<file path="src/hdl/dzv_pkg.sv">
`default_nettype none
package dzv_pkg;

  localparam int DATA_W     = 64;
  localparam int BYTE_W     = 8;
  localparam int GROUP_W    = 7;
  localparam int MAX_BYTES  = 10;
  localparam int CNT_W      = 4;
  localparam int FIFO_DEPTH = 2;
  localparam int FIFO_AW    = 1;
  localparam int FIFO_CW    = 2;

  localparam logic [BYTE_W-1:0]  MORE_FLAG  = 8'h80;
  localparam logic [CNT_W-1:0]   LAST_IDX   = CNT_W'(MAX_BYTES - 1);
  localparam logic [FIFO_CW-1:0] FIFO_FULL  = FIFO_CW'(FIFO_DEPTH);

  typedef logic [DATA_W-1:0] word_t;

  // queue status seen by the front and the back
  typedef struct packed {
    logic full;
    logic empty;
  } fifo_stat_t;

  // (x << 1) xor (x >>> 63), shift wraps
  function automatic word_t zigzag(input word_t x);
    word_t fill;
    fill = {DATA_W{x[DATA_W-1]}};
    return {x[DATA_W-2:0], 1'b0} ^ fill;
  endfunction

endpackage
`default_nettype wire

</file>
<file path="src/hdl/dzv_intf.sv">
`default_nettype none
interface dzv_in_if;
  import dzv_pkg::*;
  logic               valid;
  logic               ready;
  logic signed [63:0] value;
  logic               list_start;

  modport source (output valid, output value, output list_start, input ready);
  modport sink   (input valid, input value, input list_start, output ready);
endinterface

interface dzv_out_if;
  import dzv_pkg::*;
  logic              valid;
  logic              ready;
  logic [BYTE_W-1:0] code_byte;
  logic              last_byte;

  modport source (output valid, output code_byte, output last_byte, input ready);
  modport sink   (input valid, input code_byte, input last_byte, output ready);
endinterface
`default_nettype wire

</file>
<file path="src/hdl/dzv_front.sv">
`default_nettype none
module dzv_front (
  input  wire logic               clk,
  input  wire logic               rst_n,
  input  wire logic               cfg_wr_en,
  input  wire logic               cfg_wr_data,
  dzv_in_if.sink                  in_ch,
  input  wire dzv_pkg::fifo_stat_t q_stat,
  output logic                    q_push,
  output dzv_pkg::word_t          q_data
);
  import dzv_pkg::*;

  logic  delta_en_r;
  word_t prev_r;
  word_t raw;
  word_t coded;
  logic  accept;

  assign in_ch.ready = !q_stat.full;
  assign accept      = in_ch.valid && in_ch.ready;
  assign raw         = word_t'(in_ch.value);

  always_comb begin
    if (delta_en_r && !in_ch.list_start) begin
      coded = raw - prev_r;
    end else begin
      coded = raw;
    end
  end

  assign q_push = accept;
  assign q_data = zigzag(coded);

  always_ff @(posedge clk) begin
    if (!rst_n) begin
      delta_en_r <= 1'b1;
      prev_r     <= '0;
    end else begin
      if (cfg_wr_en) begin
        delta_en_r <= cfg_wr_data;
      end
      if (accept) begin
        prev_r <= raw;
      end
    end
  end

endmodule
`default_nettype wire

</file>
<file path="src/hdl/dzv_fifo.sv">
`default_nettype none
module dzv_fifo (
  input  wire logic               clk,
  input  wire logic               rst_n,
  input  wire logic               push,
  input  wire dzv_pkg::word_t     wr_data,
  input  wire logic               pop,
  output dzv_pkg::word_t          rd_data,
  output dzv_pkg::fifo_stat_t     stat
);
  import dzv_pkg::*;

  word_t               mem_r [FIFO_DEPTH];
  logic [FIFO_AW-1:0]  wr_ptr_r;
  logic [FIFO_AW-1:0]  rd_ptr_r;
  logic [FIFO_CW-1:0]  cnt_r;
  logic                do_push;
  logic                do_pop;

  assign stat.full  = (cnt_r == FIFO_FULL);
  assign stat.empty = (cnt_r == '0);
  assign do_push    = push && !stat.full;
  assign do_pop     = pop && !stat.empty;
  assign rd_data    = mem_r[rd_ptr_r];

  always_ff @(posedge clk) begin
    if (do_push) begin
      mem_r[wr_ptr_r] <= wr_data;
    end
  end

  always_ff @(posedge clk) begin
    if (!rst_n) begin
      wr_ptr_r <= '0;
      rd_ptr_r <= '0;
      cnt_r    <= '0;
    end else begin
      if (do_push) begin
        wr_ptr_r <= wr_ptr_r + 1'b1;
      end
      if (do_pop) begin
        rd_ptr_r <= rd_ptr_r + 1'b1;
      end
      case ({do_push, do_pop})
        2'b10:   cnt_r <= cnt_r + 1'b1;
        2'b01:   cnt_r <= cnt_r - 1'b1;
        default: cnt_r <= cnt_r;
      endcase
    end
  end

endmodule
`default_nettype wire

</file>
<file path="src/hdl/dzv_back.sv">
`default_nettype none
module dzv_back (
  input  wire logic               clk,
  input  wire logic               rst_n,
  input  wire dzv_pkg::fifo_stat_t q_stat,
  input  wire dzv_pkg::word_t     q_data,
  output logic                    q_pop,
  dzv_out_if.source               out_ch
);
  import dzv_pkg::*;

  word_t             work_r, work_nxt;
  logic [CNT_W-1:0]  cnt_r, cnt_nxt;
  logic              busy_r, busy_nxt;
  logic              ovalid_r, ovalid_nxt;
  logic [BYTE_W-1:0] obyte_r, obyte_nxt;
  logic              olast_r, olast_nxt;

  logic              can_load;
  word_t             src;
  logic [CNT_W-1:0]  src_cnt;
  logic              emit;
  logic              fin;

  assign out_ch.valid     = ovalid_r;
  assign out_ch.code_byte = obyte_r;
  assign out_ch.last_byte = olast_r;

  assign can_load = !ovalid_r || out_ch.ready;

  always_comb begin
    // continue the current value first, else start the next one from the queue
    src     = busy_r ? work_r : q_data;
    src_cnt = busy_r ? cnt_r : '0;
    emit    = can_load && (busy_r || !q_stat.empty);
    q_pop   = can_load && !busy_r && !q_stat.empty;
    fin     = (src[DATA_W-1:GROUP_W] == '0) || (src_cnt == LAST_IDX);

    work_nxt   = work_r;
    cnt_nxt    = cnt_r;
    busy_nxt   = busy_r;
    ovalid_nxt = ovalid_r;
    obyte_nxt  = obyte_r;
    olast_nxt  = olast_r;

    if (can_load) begin
      ovalid_nxt = emit;
      if (emit) begin
        obyte_nxt = fin ? src[BYTE_W-1:0] : (MORE_FLAG | {1'b0, src[GROUP_W-1:0]});
        olast_nxt = fin;
        work_nxt  = src >> GROUP_W;
        cnt_nxt   = src_cnt + 1'b1;
        busy_nxt  = !fin;
      end
    end
  end

  always_ff @(posedge clk) begin
    work_r  <= work_nxt;
    cnt_r   <= cnt_nxt;
    obyte_r <= obyte_nxt;
    olast_r <= olast_nxt;
  end

  always_ff @(posedge clk) begin
    if (!rst_n) begin
      busy_r   <= 1'b0;
      ovalid_r <= 1'b0;
    end else begin
      busy_r   <= busy_nxt;
      ovalid_r <= ovalid_nxt;
    end
  end

endmodule
`default_nettype wire

</file>
<file path="src/hdl/delta_zigzag_varint_encoder.sv">
`default_nettype none
// delta / zigzag / varint encoder. each input beat carries a signed 64-bit
// value and a list_start flag; with delta_enable set (reset value), a value
// that does not start a list is replaced by its wrapping difference from the
// previous input value (zero after reset). the result is zigzag mapped and
// sent low 7-bit group first, one output beat per byte, 1 to 10 beats per
// value, bit 7 set on every byte but the last and last_byte marking the end.
// the byte serializer emits one byte per cycle while out_ch.ready is high
// and starts the next value from the queue once the previous one's last
// byte is registered, so values follow with no idle cycle while the queue
// is not empty; an accepted beat passes through the queue and the output
// byte register before its first byte shows. the front stage takes a beat
// per cycle while the two-entry queue has room.
// cfg_wr_en/cfg_wr_data write delta_enable; write only while the block is idle.
module delta_zigzag_varint_encoder (
  input  wire logic clk,
  input  wire logic rst_n,
  input  wire logic cfg_wr_en,
  input  wire logic cfg_wr_data,
  dzv_in_if.sink    in_ch,
  dzv_out_if.source out_ch
);
  import dzv_pkg::*;

  // front to queue
  logic       q_push;
  word_t      q_wr_data;
  // queue to back
  logic       q_pop;
  word_t      q_rd_data;
  fifo_stat_t q_stat;

  // subtract and zigzag map in the front
  dzv_front u_front (
    .clk         (clk),
    .rst_n       (rst_n),
    .cfg_wr_en   (cfg_wr_en),
    .cfg_wr_data (cfg_wr_data),
    .in_ch       (in_ch),
    .q_stat      (q_stat),
    .q_push      (q_push),
    .q_data      (q_wr_data)
  );

  // mapped values wait here so each side stalls on its own
  dzv_fifo u_fifo (
    .clk     (clk),
    .rst_n   (rst_n),
    .push    (q_push),
    .wr_data (q_wr_data),
    .pop     (q_pop),
    .rd_data (q_rd_data),
    .stat    (q_stat)
  );

  // byte serializer with registered output
  dzv_back u_back (
    .clk    (clk),
    .rst_n  (rst_n),
    .q_stat (q_stat),
    .q_data (q_rd_data),
    .q_pop  (q_pop),
    .out_ch (out_ch)
  );

endmodule
`default_nettype wire
</file>
<file path="src/flat_wrapper.sv">
// flat-port wrapper written by rule: the top's interface ports become plain ports
module delta_zigzag_varint_encoder_flat import dzv_pkg::*;
  (clk, rst_n, cfg_wr_en, cfg_wr_data, in_ch_valid, in_ch_value, in_ch_list_start, in_ch_ready, out_ch_valid, out_ch_code_byte, out_ch_last_byte, out_ch_ready);
  dzv_in_if in_ch_i ();
  dzv_out_if out_ch_i ();
  input  wire logic clk;
  input  wire logic rst_n;
  input  wire logic cfg_wr_en;
  input  wire logic cfg_wr_data;
  input wire logic [$bits(in_ch_i.valid)-1:0] in_ch_valid;
  input wire logic [$bits(in_ch_i.value)-1:0] in_ch_value;
  input wire logic [$bits(in_ch_i.list_start)-1:0] in_ch_list_start;
  output wire logic [$bits(in_ch_i.ready)-1:0] in_ch_ready;
  output wire logic [$bits(out_ch_i.valid)-1:0] out_ch_valid;
  output wire logic [$bits(out_ch_i.code_byte)-1:0] out_ch_code_byte;
  output wire logic [$bits(out_ch_i.last_byte)-1:0] out_ch_last_byte;
  input wire logic [$bits(out_ch_i.ready)-1:0] out_ch_ready;
  assign in_ch_i.valid = in_ch_valid;
  assign in_ch_i.value = in_ch_value;
  assign in_ch_i.list_start = in_ch_list_start;
  assign in_ch_ready = in_ch_i.ready;
  assign out_ch_valid = out_ch_i.valid;
  assign out_ch_code_byte = out_ch_i.code_byte;
  assign out_ch_last_byte = out_ch_i.last_byte;
  assign out_ch_i.ready = out_ch_ready;
  delta_zigzag_varint_encoder u_core (.clk(clk), .rst_n(rst_n), .cfg_wr_en(cfg_wr_en), .cfg_wr_data(cfg_wr_data), .in_ch(in_ch_i), .out_ch(out_ch_i));
endmodule
</file>
<file path="config.mk">
export PLATFORM = sky130hd
export DESIGN_NAME = delta_zigzag_varint_encoder_flat
export DESIGN_NICKNAME = d
export VERILOG_FILES = /design/src/hdl/dzv_pkg.sv /design/src/hdl/dzv_intf.sv /design/src/hdl/dzv_front.sv /design/src/hdl/dzv_fifo.sv /design/src/hdl/dzv_back.sv /design/src/hdl/delta_zigzag_varint_encoder.sv /design/src/flat_wrapper.sv
export SDC_FILE = /design/constraint.sdc
export NUM_CORES = 1
export LEC_CHECK = 0
export ABC_AREA = 0
export BUFFER_PORTS_ARGS = -buffer_cell sky130_fd_sc_hd__buf_2
export CORE_MARGIN = 8
export CORE_UTILIZATION = 53
export DETAILED_ROUTE_END_ITERATION = 10
export MAX_ROUTING_LAYER = met4
export PLACE_DENSITY_LB_ADDON = 0.05
export SYNTH_ARGS = -nofsm -noshare
export SYNTH_HDL_FRONTEND = slang
export SYNTH_SLANG_ARGS = --single-unit
</file>
<file path="constraint.sdc">
create_clock -name clk -period 5.9 [get_ports clk]
set_input_delay 0.295 -clock clk [delete_from_list [all_inputs] [get_ports clk]]
set_output_delay 0.295 -clock clk [all_outputs]
set_load 0.01 [all_outputs]
</file>
# ---- After elaboration in Yosys (flattened, before gate mapping)
# Memory sizes are Yosys's and may differ from the RTL's. A register that Yosys moved wholly into a read port is not among the register bits.
# Index checks and enable logic that the tools add are counted.
dict set report op_classes {
  mux 8
  n_reduce_logical 20
  n_eq_ne 4
  add_sub_neg 6
  bitwise_logic 1
}
# operator n
set ops {}
lappend ops {{2-to-1 mux 64 bit} 2}
lappend ops {{subtractor 64 bit} 1}
lappend ops {{XOR 64 bit} 1}
lappend ops {{logical NOT 57 bit} 1}
lappend ops {{logical AND 1 bit} 7}
lappend ops {{logical NOT 1 bit} 6}
lappend ops {{adder 4 x 1 -> 4 bit (second input constant)} 1}
lappend ops {{equality test 2 bit (second input constant)} 2}
lappend ops {{equality test 4 bit (second input constant)} 1}
lappend ops {{2-to-1 mux 1 bit} 4}
lappend ops {{2-to-1 mux 4 bit} 1}
lappend ops {{case mux 2 bit (2 select lines)} 1}
lappend ops {{logical OR 1 bit} 3}
lappend ops {{adder 1 bit (second input constant)} 2}
lappend ops {{adder 2 x 1 -> 2 bit (second input constant)} 1}
lappend ops {{equality test 2 x 1 -> 1 bit (second input constant)} 1}
lappend ops {{logical NOT 2 bit} 1}
lappend ops {{AND reduction 2 bit} 1}
lappend ops {{nonzero test 2 bit} 1}
lappend ops {{subtractor 2 x 1 -> 2 bit (second input constant)} 1}
dict set report word_totals {
  elab_cells 52
  out_inout_bits 11
  ramBits 128
  inputBits 71
  memories 1
  reg_bits 141
}
# name words word_bits read_ports rd_ports_with_merged_regs wr line_no
set memory_table {}
lappend memory_table {u_core.u_fifo.mem_r 2 64 1 1 1 dzv_fifo.sv:13} ;# word_t mem_r [FIFO_DEPTH];

# ---- Logic depth before layout (Yosys ltp)
# Gate-level depths: netlist of the first run.
dict set report depth {
  ltp_word 7
  ltp_mapped 15
  mapped_depth_nobuf 14
}

# ---- Hierarchy
# From an unflattened synthesis of the first run, not the netlist that was laid out.
dict set report unflattened {
  cells_unflattened 1585
  hier_area_um2 15947.8
}
# module instances cells_per_inst seq_area_each_um2 area_each_um2
set modules_own_cells {}
lappend modules_own_cells {dzv_front 1 1148 1301.2 7802.5}
lappend modules_own_cells {dzv_fifo 1 225 3943.8 4835.9}
lappend modules_own_cells {dzv_back 1 212 2142.1 3309.4}

# ---- Least setup slack after synthesis of the first run
# No wires, ideal clock.
dict set report synth_path {
  path_type {register to register}
  start {register u_core.u_back.busy_r}
  end {register u_core.u_back.busy_r}
  required_time_ns 5.823
  arrival_time_ns 4.644
  synth_period_minus_slack_ns 4.721
  path_stages_with_launch 8
  path_slack_ns 1.179
  path_cell_list {dfxtp_1 clkbuf_1 clkbuf_1 clkbuf_1 nor3_1 nor2_1 a32oi_1 nor2b_1}
}
dict set report synth_between {
  word_cells_on_any_way 9
  classes_between {1 x eq/ne; 2 x mux; 6 x reduce/logical}
}
# item line_no
set synth_lines {}
lappend synth_lines {{start: declaration} dzv_back.sv:14} ;# logic busy_r, busy_nxt;
lappend synth_lines {{start signal: assignment} dzv_back.sv:70} ;# busy_r <= busy_nxt;
lappend synth_lines {{logical OR 1 bit} dzv_back.sv:35} ;# emit = can_load && (busy_r || !q_stat.empty);
lappend synth_lines {{logical AND 1 bit} dzv_back.sv:35}
lappend synth_lines {{net u_core.u_back.emit} dzv_back.sv:22} ;# logic emit;
lappend synth_lines {{AND reduction 2 bit (no source line)} -}
# The timed path passes the listed nets, and every way through them passes these cells.
# A chain may end at the register's enable or synchronous reset.

# ---- Worst setup path in the final report of the first run
dict set report layout_path {
  start {input port in_ch_value[2]}
  end {memory u_core.u_fifo.mem_r[0][27] in the netlist's numbering, data pin}
}
dict set report layout_between {
  elab_chain_len 3
}
# item line_no
set layout_lines {}
lappend layout_lines {{start: declaration} flat_wrapper.sv:11} ;# input wire logic [$bits(in_ch_i.value)-1:0] in_ch_value;
lappend layout_lines {{subtractor 64 bit} dzv_front.sv:26} ;# coded = raw - prev_r;
lappend layout_lines {{2-to-1 mux 64 bit} dzv_front.sv:25} ;# if (delta_en_r && !in_ch.list_start) begin
lappend layout_lines {{XOR 64 bit} dzv_pkg.sv:29} ;# return {x[DATA_W-2:0], 1'b0} ^ fill;
lappend layout_lines {{net u_core.q_wr_data[27]} delta_zigzag_varint_encoder.sv:27} ;# word_t q_wr_data;
lappend layout_lines {{end: declaration} dzv_fifo.sv:13}
# The timed path passes the listed nets, and every way through them passes these cells.

==> results by group, run 1 <==
Clock network
  – Clk root buf: clkbuf_16
  – Worst-Skew Late Latency: 0.57 ns
  – CTS Hold Bufs: 39
  – Post-CTS setup buffers: 0
  – CTS buffer count: 30
  – CTS H-tree depth: 1
  – # resized after CTS: 0
  – Clock tree buffer depth: 3
  – CTS tree: yes
  – Sink Count: 270
  – CTS clk-pin slew, worst paths: 0.06 ns

Route
  – Initial DRC Count: 787
  – Final ANT Viol Nets: 0
  – Drt total wl: 36.0 mm
  – DR WL/cell: 17.4 um
  – Vias: 11500
  – Vias/cell: 5.57
  – First-pass DRT Iterations: 5
  – Residual DRC: 0

Setup path
  – FF-to-FF End: u_core.u_fifo.mem_r[0][27]
  – Critical path data required time: 6.18 ns
  – Nature of the critical path endpoint: register
  – CP arrival: 4.53 ns
  – Origin of the critical flop-to-flop path: u_core.u_front.prev_r[2]
  – CP cell instances: dlygate4sd3_1, buf_2, ha_1, o21ai_0, a21oi_1, o31ai_1, nand2_1, a31oi_1, a31o_2, a211oi_1, xor2_1, nor2_2, xor2_4, buf_12, xor2_1
  – Most common cell on crit path: xor2_1
  – CP max stage cell: xor2_4
  – Biggest cell delay along the critical path: 0.79 ns
  – Critical Path Fanout Max: 26
  – Cell family with the largest share of critical-path delay: compound AO/OA/AOI/OAI gates
  – Crit Path Category: primary input to register
  – Setup crit start kind: primary input
  – CP bufs+invs: 3
  – FF-to-FF path depth: 14
  – R2R Setup Slk: 1.70 ns

Synthesis
  – Syn Nets: 1720
  – Count of cell types in the netlist: 76
  – Top cells by instance count after synthesis: nand2_1 (263), edfxtp_1 (198), o21ai_0 (114)
  – Async set-reset flop share out of synthesis: 0%
  – Sequential share of the synthesized area: 48.0%
  – Most common cell in the netlist: nand2_1
  – Top-area cell type share of the netlist area: 38.6%
  – EDFF count, synth: 198
  – Yosys warning total: 0
  – Avg Cell Area, Syn: 9.73 um^2
  – Dominant cell type by area after synthesis: edfxtp_1
  – Flops & latches, synth: 270
  – Mapped cell area: 15400 um^2
  – Synth area leaders: edfxtp_1 (39%), dfxtp_1 (9.4%), nand2_1 (6.4%)
  – Cell count after synthesis: 1582
  – Top FF cell, synth: edfxtp_1

Finish
  – Area growth from synthesis to final layout: 12.6%
  – Antenna fix cells: 0
  – Final std cells w/o fill: 2066
  – Nets: 1796
  – Layout cell share with drive strength beyond 1: 9.93%
  – # fillers: 2495
  – Final Cell Area: 17300 um^2
  – Finished Core Util: 60.5%

Global routing
  – Largest net degree at the start of global routing: 86
  – Global-route wire length before repair: 57.9 mm
  – Tot GR Track Use: 20.7%
  – Grt total ovfl: 0
  – Antenna violations before repair: 0
  – Vias in the first global route: 11000

Floorplanning
  – Site row count: 62
  – # IOs: 82
  – Die X: 186 um
  – Die height: 186 um
  – Die ar.: 34800 um^2
  – Total core area: 28600 um^2
  – Initial Util: 53.8%

STA
  – Setup_tns: 0 ns
  – FMAX: 235 MHz
  – Worst slew pin tran: 1.01 ns
  – RSZ-0062 raised after global routing: false
  – Slew HR: 32.7%
  – Period utilization: 72.0%
  – Setup Skew: 0.0183 ns
  – Fin. max-slew vios: 0
  – Final Hold Fails: 0
  – Final setup fails: 0
  – Period minus WS final: 4.25 ns

Pwr
  – Leak Pwr: 6.36 nW
  – Worst vdd ir: 0.228 mV
  – Power per cell area: 395 nW/um^2

Worst hold path
  – Hold WC Path Type: primary input to register
  – Hold path endpoint: u_core.u_front.prev_r[33]
  – Hold Path Depth: 3
  – Hold Startpoint: in_ch_value[33]

Placed design
  – Detailed Place HPWL: 25.2 mm
  – PortBufs: 81
  – Placed Cells: 1971
  – DP Area: 16000 um^2
  – RD Place Congestion: 0.907

Outcome
  – Run status: complete, no violations

Job
  – # Max-Cap Violations: 0
-- worst register-to-register path, delay by kind of cell, from the launching register on --
family	cells	cell delay [ns]
buffers and inverters	2	0.34
AO/OA/AOI/OAI	6	1.35
flip-flops	1	0.33
adder cells (fa/ha/maj)	1	0.31
XOR/XNOR	3	1.09
AND/OR/NAND/NOR	2	0.49
-- flip-flops by register name (all words and copies together), names as in the netlist, named ones only --
name,count
u_core.u_front.delta_en_r,1
u_core.u_front.prev_r,64
u_core.u_fifo.rd_ptr_r,1
u_core.u_fifo.cnt_r,2
u_core.u_fifo.wr_ptr_r,1
u_core.u_back.work_r,57
u_core.u_back.out_ch.valid,1
u_core.u_back.busy_r,1
u_core.u_fifo.mem_r,128
u_core.u_back.out_ch.code_byte,8
u_core.u_back.out_ch.last_byte,1
u_core.u_back.cnt_r,4
-- metal layers --
metal	track usage (%)	up-vias	share of wire (%)
met2	32.7	239	46
met3	2.83	43	4.4
li1	-	5769	-
met4	5.14	0	1.9
met1	27.9	5448	48
met5	-	-	0
-- logic make-up (layout without fill, tap and decap cells) --
| kind of cell | Yosys count | count (layout) | share of synthesized area (%) |
|---|---|---|---|
| flip-flops | 270 | 270 | 48.0 |
| adder cells (fa/ha/maj) | 67 | 67 | 5.49 |
| buffers and inverters | 169 | 269 | 4.53 |
| AND/OR/NAND/NOR | 483 | 483 | 13.9 |
| multiplexers | 70 | 70 | 4.55 |
| XOR/XNOR | 118 | 118 | 6.83 |
| AO/OA/AOI/OAI | 405 | 405 | 16.7 |
-- final cells by class --
| class | count | area (um^2) | share of cell area, % |
|---|---|---|---|
| clock buffers | 39 | 785 | 4.53 |
| inverters | 80 | 300 | 1.73 |
| clock inverters | 17 | 113 | 0.650 |
| well taps | 384 | 480 | 2.77 |
| flip-flops and latches | 270 | 7390 | 42.7 |
| repair buffers | 133 | 918 | 5.30 |
| multi-input cells | 1143 | 7340 | 42.4 |
-- stage by stage --
stage | power (mW) | setup slack [ns] | hold slack, ns
2_1_floorplan | 4.59 | 1.18 | 0.423
3_3_place_gp | 5.11 | 1.69 | 0.452
3_5_place_dp | 5.16 | 1.65 | 0.459
4_1_cts | 6.89 | 1.67 | 0.000210
5_1_grt | 7.26 | 1.34 | 0.00874
6_report | 6.84 | 1.65 | 0.0188
-- power by group --
| part | total (mW) | switching (mW) | internal, mW |
|---|---|---|---|
| logic | 2.11 | 1.35 | 0.751 |
| clock network | 1.70 | 0.757 | 0.940 |
| registers | 3.04 | 0.208 | 2.83 |
| total | 6.84 | 2.32 | 4.52 |
-- cells in the final DEF, fill, tap and decap left out, types with 5 or more instances in the layout --
cell,n
a31oi_1,15
dlygate4sd3_1,39
o21ai_1,5
and2_1,14
mux2i_1,70
a21boi_0,68
buf_2,81
nor2b_1,11
and3_1,10
nor2_1,82
o21bai_1,12
clkbuf_1,9
nand4_1,21
xnor2_1,71
xor2_1,46
clkinv_2,5
ha_1,66
buf_4,11
a21oi_1,104
o211ai_1,8
a21o_1,28
clkbuf_16,30
nor3_1,12
o21a_1,7
dfxtp_1,70
clkinv_1,7
edfxtp_1,198
o21ai_0,114
nand2b_1,8
inv_1,79
nand3_1,25
nor4_1,11
nand2_1,263
-- worst max-delay path by stage --
stage / from / endpoint / slack (ns) / depth (start not counted)
floorplan: u_core.u_back.busy_r / u_core.u_back.busy_r / 1.18 / 7
global placement: in_ch_value[24] / u_core.u_fifo.mem_r[0][27] / 1.69 / 14
detailed placement: in_ch_value[2] / u_core.u_fifo.mem_r[0][27] / 1.65 / 14
CTS: in_ch_value[2] / u_core.u_fifo.mem_r[0][36] / 1.67 / 15
global route: in_ch_value[2] / u_core.u_fifo.mem_r[1][31] / 1.34 / 15
finish: in_ch_value[2] / u_core.u_fifo.mem_r[0][27] / 1.65 / 15
(Power assumes the default switching activity.)
==> inputs of run 2 (changes only) <==
--- a/config.mk
+++ b/config.mk
@@ -5,7 +5,7 @@
 export SDC_FILE = /design/constraint.sdc
 export NUM_CORES = 1
 export LEC_CHECK = 0
-export ABC_AREA = 0
+export ABC_AREA = 1
 export BUFFER_PORTS_ARGS = -buffer_cell sky130_fd_sc_hd__buf_2
 export CORE_MARGIN = 8
 export CORE_UTILIZATION = 53
==> constraint.sdc (replaced) <==
create_clock -name clk -period 4.27 [get_ports clk]
set_input_delay 0.2135 -clock clk [delete_from_list [all_inputs] [get_ports clk]]
set_output_delay 0.2135 -clock clk [all_outputs]
set_load 0.01 [all_outputs]
==> results by group, run 2 <==
Outcome
  – Run status: complete, no violations

STA
  – Fin. max-slew vios: 0 (unchanged)
  – Period utilization: 74.7%
  – Worst slew pin tran: 1.05 ns (+0.0407 ns)
  – Slew HR: 30.2% (-2.6 points)
  – Setup_tns: 0 ns (unchanged)
  – Period minus WS final: 3.19 ns
  – RSZ-0062 raised after global routing: false
  – Setup Skew: 0.0193 ns (+0.000993 ns)
  – Final Hold Fails: 0 (unchanged)
  – Final setup fails: 0 (unchanged)
  – FMAX: 313 MHz

Pwr
  – Total power: 12.0 mW (+76%)
  – Leak Pwr: 10.9 nW (+72%)
  – Worst vdd ir: 0.575 mV (+150%)
  – Power per cell area: 574 nW/um^2 (+46%)

Placed design
  – PortBufs: 81 (unchanged)
  – RD Place Congestion: 1.01 (+11%)
  – Detailed Place HPWL: 45.8 mm (+82%)

Finish
  – Nets: 3046 (+70%)
  – Area growth from synthesis to final layout: 12.2%
  – Most frequent cells in the layout: nand2_1 (1091), inv_1 (549), edfxtp_1 (198)
  – Layout cell share with drive strength beyond 1: 7.67% (-2.3 points)
  – Commonest non-fill, non-tap cell in the layout: nand2_1
  – Max reg flops: 128 (unchanged)
  – Biggest regs: u_core.u_fifo.mem_r x128, u_core.u_front.prev_r x64, u_core.u_back.work_r x57
  – Top reg by flops: u_core.u_fifo.mem_r
  – Register Area: 7390 um^2 (about the same)
  – Multi-input gate area: 8830 um^2 (+20%)
  – # fillers: 3239 (+30%)

Global routing
  – Tot GR Track Use: 29.4% (+8.7 points)
  – Largest net degree at the start of global routing: 125 (+45%)
  – Antenna violations before repair: 2 (+2)
  – Vias in the first global route: 16600 (+51%)
  – Grt total ovfl: 0 (unchanged)
  – Global-route wire length before repair: 92.5 mm (+60%)

Synthesis
  – Cell count after synthesis: 2808 (+77%)
  – Most common cell in the netlist: nand2_1
  – Avg Cell Area, Syn: 6.64 um^2 (-32%)
  – EDFF count, synth: 198 (unchanged)
  – Sequential share of the synthesized area: 39.6% (-8.3 points)
  – Synth Area in Simple Gates: 33.7% (+20 points)
  – Top-area cell type share of the netlist area: 31.9% (-6.7 points)
  – Syn Nets: 2946 (+71%)
  – Xor and xnor area share after synthesis: 0.329% (-6.5 points)
  – Top FF cell, synth: edfxtp_1
  – Combinational family with the most area after synthesis: simple AND/OR/NAND/NOR gates
  – Async set-reset flop share out of synthesis: 0% (unchanged)
  – Adder-Cell Fraction of Synth Area: 4.54% (-0.95 points)
  – Dominant cell type by area after synthesis: edfxtp_1
  – Top cells by instance count after synthesis: nand2_1 (1092), inv_1 (549), edfxtp_1 (198)
  – Synth area leaders: edfxtp_1 (32%), nand2_1 (22%), inv_1 (11%)
  – Mapped cell area: 18600 um^2 (+21%)
  – Yosys warning total: 0 (unchanged)
  – Compound-cell area share of the yosys netlist: 8.64% (-8.1 points)
  – Flops & latches, synth: 270 (unchanged)
  – Post-synthesis mux area share: 0% (-4.6 points)
  – Count of cell types in the netlist: 39 (-49%)

Setup path
  – Critical path data required time: 4.69 ns (-1.49 ns)
  – CP max stage cell: nand2_4
  – CP arrival: 3.61 ns (-0.92 ns)
  – Biggest cell delay along the critical path: 0.63 ns (-0.16 ns)
  – Most common cell on crit path: nand2_1
  – Critical Path Fanout Max: 65 (+150%)
  – Setup crit start kind: register
  – Nature of the critical path endpoint: register
  – Crit Path Category: register to register
  – CP cell instances: inv_1, ha_1, nand2_1, inv_1, nand2_1, nand3_1, a21oi_1, nand2_1, a21oi_2, nand2_1, nand2_1, nand3_2, nand2_4, nand2_1, nand2_1

Clock network
  – CTS H-tree depth: 1 (unchanged)
  – Sink Count: 270 (unchanged)
  – Worst-Skew Late Latency: 0.58 ns (about the same)
  – CTS clk-pin slew, worst paths: 0.06 ns (about the same)
  – Clock tree buffer depth: 3 (unchanged)
  – Clk root buf: clkbuf_16
  – CTS buffer count: 30 (unchanged)
  – # resized after CTS: 0 (unchanged)
  – CTS tree: yes

Route
  – Initial DRC Count: 1543 (+96%)
  – Residual DRC: 0 (unchanged)
  – First-pass DRT Iterations: 5 (unchanged)
  – DR WL/cell: 17.7 um (+1.7%)
  – Final ANT Viol Nets: 0 (unchanged)
  – Drt total wl: 60.1 mm (+67%)
  – Vias/cell: 5.21 (-6.4%)
  – Vias: 17700 (+54%)

Worst hold path
  – Hold WC Path Type: primary input to register

Floorplanning
  – Die X: 204 um (+9.2%)
  – Site row count: 68 (+9.7%)
  – Die ar.: 41400 um^2 (+19%)
  – Total core area: 34600 um^2 (+21%)
  – # IOs: 82 (unchanged)
  – Initial Util: 53.8% (about the same)
  – Die height: 204 um (+9.2%)

Job
  – # Max-Cap Violations: 0 (unchanged)
## run 2: changes by cell type after synthesis, sizes merged, moves of 61 or more
| cell | previous run | this run |
|---|---|---|
| nand2 | 263 | 1109 |
| inv | 80 | 557 |
| nand3 | 25 | 174 |
| mux2i | 70 | 0 |
| a21boi | 69 | 0 |
| xnor2 | 71 | 2 |
| nor2 | 85 | 146 |
## run 2: stage by stage
stage               area (um^2)  util [%]  hold WS [ns]  std cells  setup WS (ns)
CTS                       20900      60.4       0.00325       3387           1.04
finish                    20900      60.4        0.0160       3390           1.08
global route              20900      60.4        0.0178       3390          0.820
detailed placement        19400      56.0         0.420       3279           1.12
global placement          19400      56.0         0.418       3279           1.18
floorplan                 18600         -         0.314       2808         0.0744
## run 2: path summary, 6_finish.rpt
kind	slack, ns	depth (start not counted)	from	endpoint
setup / recovery	1.08	15	u_core.u_front.prev_r[41]	u_core.u_fifo.mem_r[1][20]
hold / removal	0.02	3	in_ch_value[13]	u_core.u_front.prev_r[13]
setup reg to reg	1.08	15	u_core.u_front.prev_r[41]	u_core.u_fifo.mem_r[1][20]
hold reg to reg	0.46	2	u_core.u_front.prev_r[38]	u_core.u_front.prev_r[38]
## run 2: area by class of cell
type | instances | share of cell area (%)
sequential | 270 | 35.3
multi-input combinational | 1904 | 42.3
clock buffer | 38 | 3.84
antenna | 3 | 0.0359
tap | 455 | 2.72
inverter | 557 | 10.0
timing repair buffer | 145 | 4.98
clock inverter | 18 | 0.832
## run 2: logic make-up after synthesis
family / after synthesis
simple gates: 1527
buf+inv: 634
compound gates: 303
flops: 270
fa+ha+maj: 67
xor+xnor: 7
## run 2: where the power goes
part           switching [mW]  internal, mW  total, mW
sequential              0.227          3.96       4.18
combinational            3.72          1.51       5.23
clock                    1.09          1.51       2.60
total                    5.04          6.97       12.0
## run 2: per-layer routing
layer | wire length, um | global-route usage [%]
met3 | 4540 | 4.03
met2 | 25700 | 43.6
met5 | 0 | -
met4 | 1830 | 8.75
met1 | 28100 | 41.5
## run 2: timing repair
action | in CTS | in global routing
hold buffers | 52 | 0
buffers inserted | 0 | 0
hold endpoints to repair | 51 | 0
## run 2: worst max-delay path: cells and delay by family (launching register included)
kind	cells	cell delay, ns
fa+ha+maj	1	0.34
compound gates	2	0.46
buf+inv	2	0.13
flops	1	0.31
simple gates	10	1.79
